===== config.mk =====
export PLATFORM = sky130hd
export DESIGN_NAME = toc_sqrt
export DESIGN_NICKNAME = d
export VERILOG_FILES = /design/src/design/toc_pkg.sv /design/src/design/toc_sqrt.sv
export SDC_FILE = /design/constraint.sdc
export NUM_CORES = 2
export LEC_CHECK = 0
export BUFFER_PORTS_ARGS = -buffer_cell sky130_fd_sc_hd__buf_2
export CAP_MARGIN = 20
export CORE_UTILIZATION = 56
export DETAILED_ROUTE_END_ITERATION = 12
export HOLD_SLACK_MARGIN = 0.08
export PLACE_DENSITY = 0.72
export SYNTH_ARGS = -nofsm -noshare
export SYNTH_HDL_FRONTEND = slang
export SYNTH_SLANG_ARGS = --single-unit

===== constraint.sdc =====
create_clock -name clk -period 16.2 [get_ports clk]
set_input_delay 1.62 -clock clk [delete_from_list [all_inputs] [get_ports clk]]
set_output_delay 1.62 -clock clk [all_outputs]
set_load 0.01 [all_outputs]

===== src/design/toc_pkg.sv =====
// Shared types, constants and the arctangent table for the tilt classifier.
// No dependencies.
`default_nettype none
package toc_pkg;
  localparam int CORDIC_STAGES_DEF = 16;
  localparam int ANGLE_FRAC_DEF    = 8;
  localparam int TAB_LEN           = 24;
  localparam int DW                = 36;   // CORDIC datapath width
  localparam int ZW                = 26;   // Q16 degree accumulator width
  localparam logic [ZW-1:0] DEG90_Q16  = ZW'(90 * 65536);
  localparam logic [ZW-1:0] DEG180_Q16 = ZW'(180 * 65536);

  localparam logic [1:0] REG_VLIM = 2'd0;
  localparam logic [1:0] REG_HLIM = 2'd1;
  localparam logic [1:0] REG_GLIM = 2'd2;

  typedef struct packed {
    logic [7:0]  vlim;
    logic [7:0]  hlim;
    logic [15:0] glim;
  } cfg_t;

  function automatic logic [ZW-1:0] atan_q16(input int i);
    logic [ZW-1:0] t;
    t = '0;
    case (i)
      0: t = ZW'(2949120);  1: t = ZW'(1740967);  2: t = ZW'(919879);
      3: t = ZW'(466945);   4: t = ZW'(234379);   5: t = ZW'(117304);
      6: t = ZW'(58666);    7: t = ZW'(29335);    8: t = ZW'(14668);
      9: t = ZW'(7334);     10: t = ZW'(3667);    11: t = ZW'(1833);
      12: t = ZW'(917);     13: t = ZW'(458);     14: t = ZW'(229);
      15: t = ZW'(115);     16: t = ZW'(57);      17: t = ZW'(29);
      18: t = ZW'(14);      19: t = ZW'(7);       20: t = ZW'(4);
      21: t = ZW'(2);       22: t = ZW'(1);       default: t = '0;
    endcase
    return t;
  endfunction
endpackage
`default_nettype wire


===== src/design/toc_sqrt.sv =====
// Pipelined integer square root, two result bits per stage.
// Depends on toc_pkg. Side data travels along with each item.
`default_nettype none
module toc_sqrt #(
  parameter int SW = 8
) (
  input  wire logic          clk,
  input  wire logic          rst,
  input  wire logic          en,
  input  wire logic          in_valid,
  input  wire logic [63:0]   radicand,
  input  wire logic [SW-1:0] in_side,
  output logic               out_valid,
  output logic [31:0]        root,
  output logic [SW-1:0]      out_side
);
  import toc_pkg::*;
  localparam int NS = 16;   // two bits per stage, 32 root bits

  logic [NS:0]       vld;
  logic [63:0]       rem  [NS+1];
  logic [31:0]       rt   [NS+1];
  logic [SW-1:0]     side [NS+1];

  assign vld[0]  = in_valid;
  assign rem[0]  = radicand;
  assign rt[0]   = '0;
  assign side[0] = in_side;

  // each stage resolves two root bits (restoring method)
  for (genvar s = 0; s < NS; s++) begin : g_st
    logic [63:0] r_n;
    logic [31:0] q_n;
    always_comb begin
      logic [63:0] trial, rr;
      logic [31:0] q;
      rr = rem[s];
      q  = rt[s];
      for (int k = 0; k < 2; k++) begin
        trial = {q, 2'b01} << (62 - 2 * (2 * s + k));
        if (rr >= trial) begin
          rr = rr - trial;
          q  = {q[30:0], 1'b1};
        end else begin
          q  = {q[30:0], 1'b0};
        end
      end
      r_n = rr;
      q_n = q;
    end
    always_ff @(posedge clk) begin
      if (rst) begin
        vld[s+1] <= 1'b0;
      end else if (en) begin
        vld[s+1] <= vld[s];
      end
    end
    always_ff @(posedge clk) begin
      if (en) begin
        rem[s+1]  <= r_n;
        rt[s+1]   <= q_n;
        side[s+1] <= side[s];
      end
    end
  end

  assign out_valid = vld[NS];
  assign root      = rt[NS];
  assign out_side  = side[NS];
endmodule
`default_nettype wire


==> reports/metrics.cfg <==
[die]
std_cell_rows=145
die_area_um2=159000
core_um2=156000
start_util_pct=56.4
pin_count=117
die_x_um=399
fp.dieH_um=399

[clock_network]
cts_resized=0
hold_buffers=0
h-tree-depth=4
cts_buffer_depth=3
clkLatencyLatePin_ns=0.83
clock-root-buffer=clkbuf_16
cts.clk_slew.worst_paths_ns=0.06
cts_tree=yes
clkSinkCount=1376
post_cts_buffers=0
cts_inserted_buffers=150

[global_routing]
grt_use_met2_pct=49.0
use_met1_pct=37.8
grt_pass1_vias=64100
grt_max_degree=175
grt_first_pass_wirelength_mm=360
grt_overflow_total=0
grt_usage_pct=28.8
antenna_found_initial=1
gr-usage-met3_pct=4.08
grt-busiest-layer=met2

[synth]
synth_edf_count=1360
yosysSeqAreaShare_pct=46.7
ys_ff_latch=1376
ys_warn_count=0
async_reset_ff_share_pct=0
synth_area_um2=88200
synth_cell_type_count=110
netlist_instances=8679
synth_flop_cell=edfxtp_1
syn_nets=9328
synth.avg_cell_area_um2=10.2

[routing]
vias_per_cell=6.19
routedWlPerCell_um=21.4
drtIter0Drc=6071
routed-via-count=67500
wirelength_mm=233
drt_drc_violations_left=0
ant_nets=0
dr.pass1.iters=9

[status]
status=finished, final reports clean

[critical_path]
arrival_ns=9.56
cp-end-kind=register
critPathKind=register to register
rr_worst_depth=26
worst_setup_path_start_kind=register
worst_r2r_endpoint=rem[173]
crit_fanout=52
r2r_start=rem[202]
ff2ff_setup_slack_ns=7.20
worstPathRequired_ns=16.76

[power_and_ir_drop]
switching_power_mw=6.26
pwr-share-comb_pct=44.6
leakage_nw=36.9
p_per_area_nw_per_um2=165
p_clk_share_pct=22.2
ir_drop_uv=129
sw_frac_of_total_pct=39.6
seqPwrFrac_pct=33.3
intPower_mw=9.56

[final_layout]
nets=9363
antenna_cells=0
design_area_um2=95800
fillerInstances=13000
final_cells=10900
areaGrowthSynthToFinish_pct=8.55
drive_gt1_share_pct=6.95
final_util_pct=61.2

[hold_path]
holdPathEnd=side[39]
hp-class=register to register
hp-start=side[47]
hold-path-cell-count=0

[timing]
setup_violations=0
layout_setup_ws_ns=7.20
period_share_pct=55.5
fmax_mhz=111
slew_viol_final=0
finalHoldViolations=0
max-slew-margin-rel_pct=14.4
setup_tns_ns=0
worst_pin_slew_ns=1.25
period_minus_slack_ns=9.00
skew_ns=0.0822
rsz0062_at_grt=false

[job]
drv_cap=0

[placed_design]
placed_area_um2=90600
pre_cts_ws_ns=7.42
gp_congestion=0.970
io_buffers=116
place_inst=10600
place_hpwl_mm=181

## logic make-up after synthesis
| family | synth area share, % |
|---|---|
| AO/OA/AOI/OAI | 15.0 |
| XOR/XNOR | 8.33 |
| adder cells (fa/ha/maj) | 8.13 |
| buffers and inverters | 3.38 |
| flip-flops | 46.7 |
| multiplexers | 1.67 |
| AND/OR/NAND/NOR | 16.8 |
## cell usage after synthesis, types with 15 or more instances
| cell type | n | share of area, % |
|---|---|---|
| a211oi_1 | 46 | 0.39 |
| a21boi_0 | 28 | 0.24 |
| nor3_1 | 217 | 1.2 |
| nand4b_1 | 23 | 0.23 |
| a2111oi_0 | 24 | 0.24 |
| o31a_1 | 15 | 0.15 |
| clkbuf_1 | 196 | 0.83 |
| a21oi_1 | 660 | 3.7 |
| xnor2_1 | 545 | 5.4 |
| o21ai_0 | 430 | 2.4 |
| nand3b_1 | 27 | 0.23 |
| a31oi_1 | 52 | 0.37 |
| or4_1 | 68 | 0.58 |
| and4_1 | 30 | 0.30 |
| o31ai_1 | 60 | 0.51 |
| nand2b_1 | 71 | 0.50 |
| xor2_1 | 294 | 2.9 |
| ha_1 | 573 | 8.1 |
| nor2_1 | 702 | 3.0 |
| or2_2 | 55 | 0.39 |
| and2_1 | 65 | 0.46 |
| inv_1 | 478 | 2.0 |
| mux2_2 | 90 | 1.1 |
| and3_1 | 75 | 0.53 |
| o21a_1 | 104 | 0.88 |
| nor3b_1 | 28 | 0.24 |
| o21bai_1 | 64 | 0.54 |
| dfxtp_1 | 16 | 0.36 |
| nor4b_1 | 31 | 0.31 |
| nand2_1 | 692 | 2.9 |
| buf_2 | 31 | 0.18 |
| mux2i_1 | 42 | 0.48 |
| or3_1 | 69 | 0.49 |
| a31o_2 | 20 | 0.20 |
| a211o_1 | 19 | 0.19 |
| nand4_1 | 191 | 1.4 |
| o211ai_1 | 41 | 0.35 |
| edfxtp_1 | 1360 | 46 |
| nor2b_1 | 75 | 0.53 |
| buf_1 | 26 | 0.11 |
| nand3_1 | 210 | 1.2 |
| a21o_1 | 292 | 2.5 |
| nor4_1 | 242 | 1.7 |
## cells in the final DEF, fill, tap and decap left out, drive strengths merged, types with 219 or more instances in the layout
cell type	instances
edfxtp	1360
nor2	702
nand2	692
a21oi	662
ha	573
xnor2	545
inv	502
o21ai	436
xor2	294
a21o	292
nor4	247
nor3	219
## layout make-up
type                            instances  area (µm²)  share of cell area, %
Clock inverter                         99        1240                   1.29
Sequential cell                      1376       41200                   43.0
Timing Repair Buffer                  154         958                   1.00
Clock buffer                          175        3880                   4.05
Inverter                              492        1850                   1.93
Tap cell                             2058        2570                   2.69
Multi-Input combinational cell       6540       44100                   46.1
## sequential cells by signal, indices dropped and copies added (netlist names)
register	count
out_side	8
out_valid	1
rem	960
root	32
rt	240
side	120
vld	15
## per-stage QoR
| step | total power, mW | hold WS, ns |
|---|---|---|
| after detailed placement | 12.2 | 0.405 |
| after CTS | 15.8 | 0.414 |
| final | 15.8 | 0.415 |
| after floorplan | 10.4 | 0.400 |
| after global placement | 12.1 | 0.401 |
| after global routing | 16.8 | 0.423 |
## worst max-delay path, cell delays in order, from the launching register on
cell,delay [ns]
edfxtp_1,0.54
inv_1,0.13
ha_1,0.24
nand2b_1,0.17
a211oi_1,0.53
o21ai_0,0.33
a31oi_1,0.33
buf_4,0.20
a21o_1,0.76
inv_2,0.62
o21ai_0,0.40
ha_1,0.37
a21oi_1,0.20
o21ai_0,0.13
a21o_1,0.20
a21oi_1,0.16
o21ai_0,0.19
a221o_1,0.35
o21ai_0,0.35
nand4b_1,0.28
nor3b_1,0.37
nand2_1,0.25
nor3_4,0.40
buf_4,0.44
inv_2,0.33
and3_1,0.29
xnor2_1,0.12
## power groups by stage
stage	Clock, mW	Combinational, mW	Sequential (mW)
2_1_floorplan	0	5.32	5.06
3_3_place_gp	0	6.83	5.31
3_5_place_dp	0	6.89	5.32
4_1_cts	3.57	6.95	5.26
5_1_grt	3.71	7.73	5.32
6_report	3.51	7.05	5.26
## layer usage
metal	vias up	share of wire [%]
met2	2190	49
met1	32400	43
met3	401	5.8
li1	32500	-
met5	-	0.0060
met4	2	2.9
## how the worst max path moves through the flow
stage / start / endpoint / slack [ns]
after floorplan: rem[229] / rem[144] / 9.80
after global placement: rem[202] / rem[173] / 7.56
after detailed placement: rem[202] / rem[173] / 7.42
after CTS: rem[202] / rem[173] / 7.44
after global routing: rt[121] / rem[173] / 6.60
final: rem[202] / rem[173] / 7.20
(Power assumes the default switching activity.)
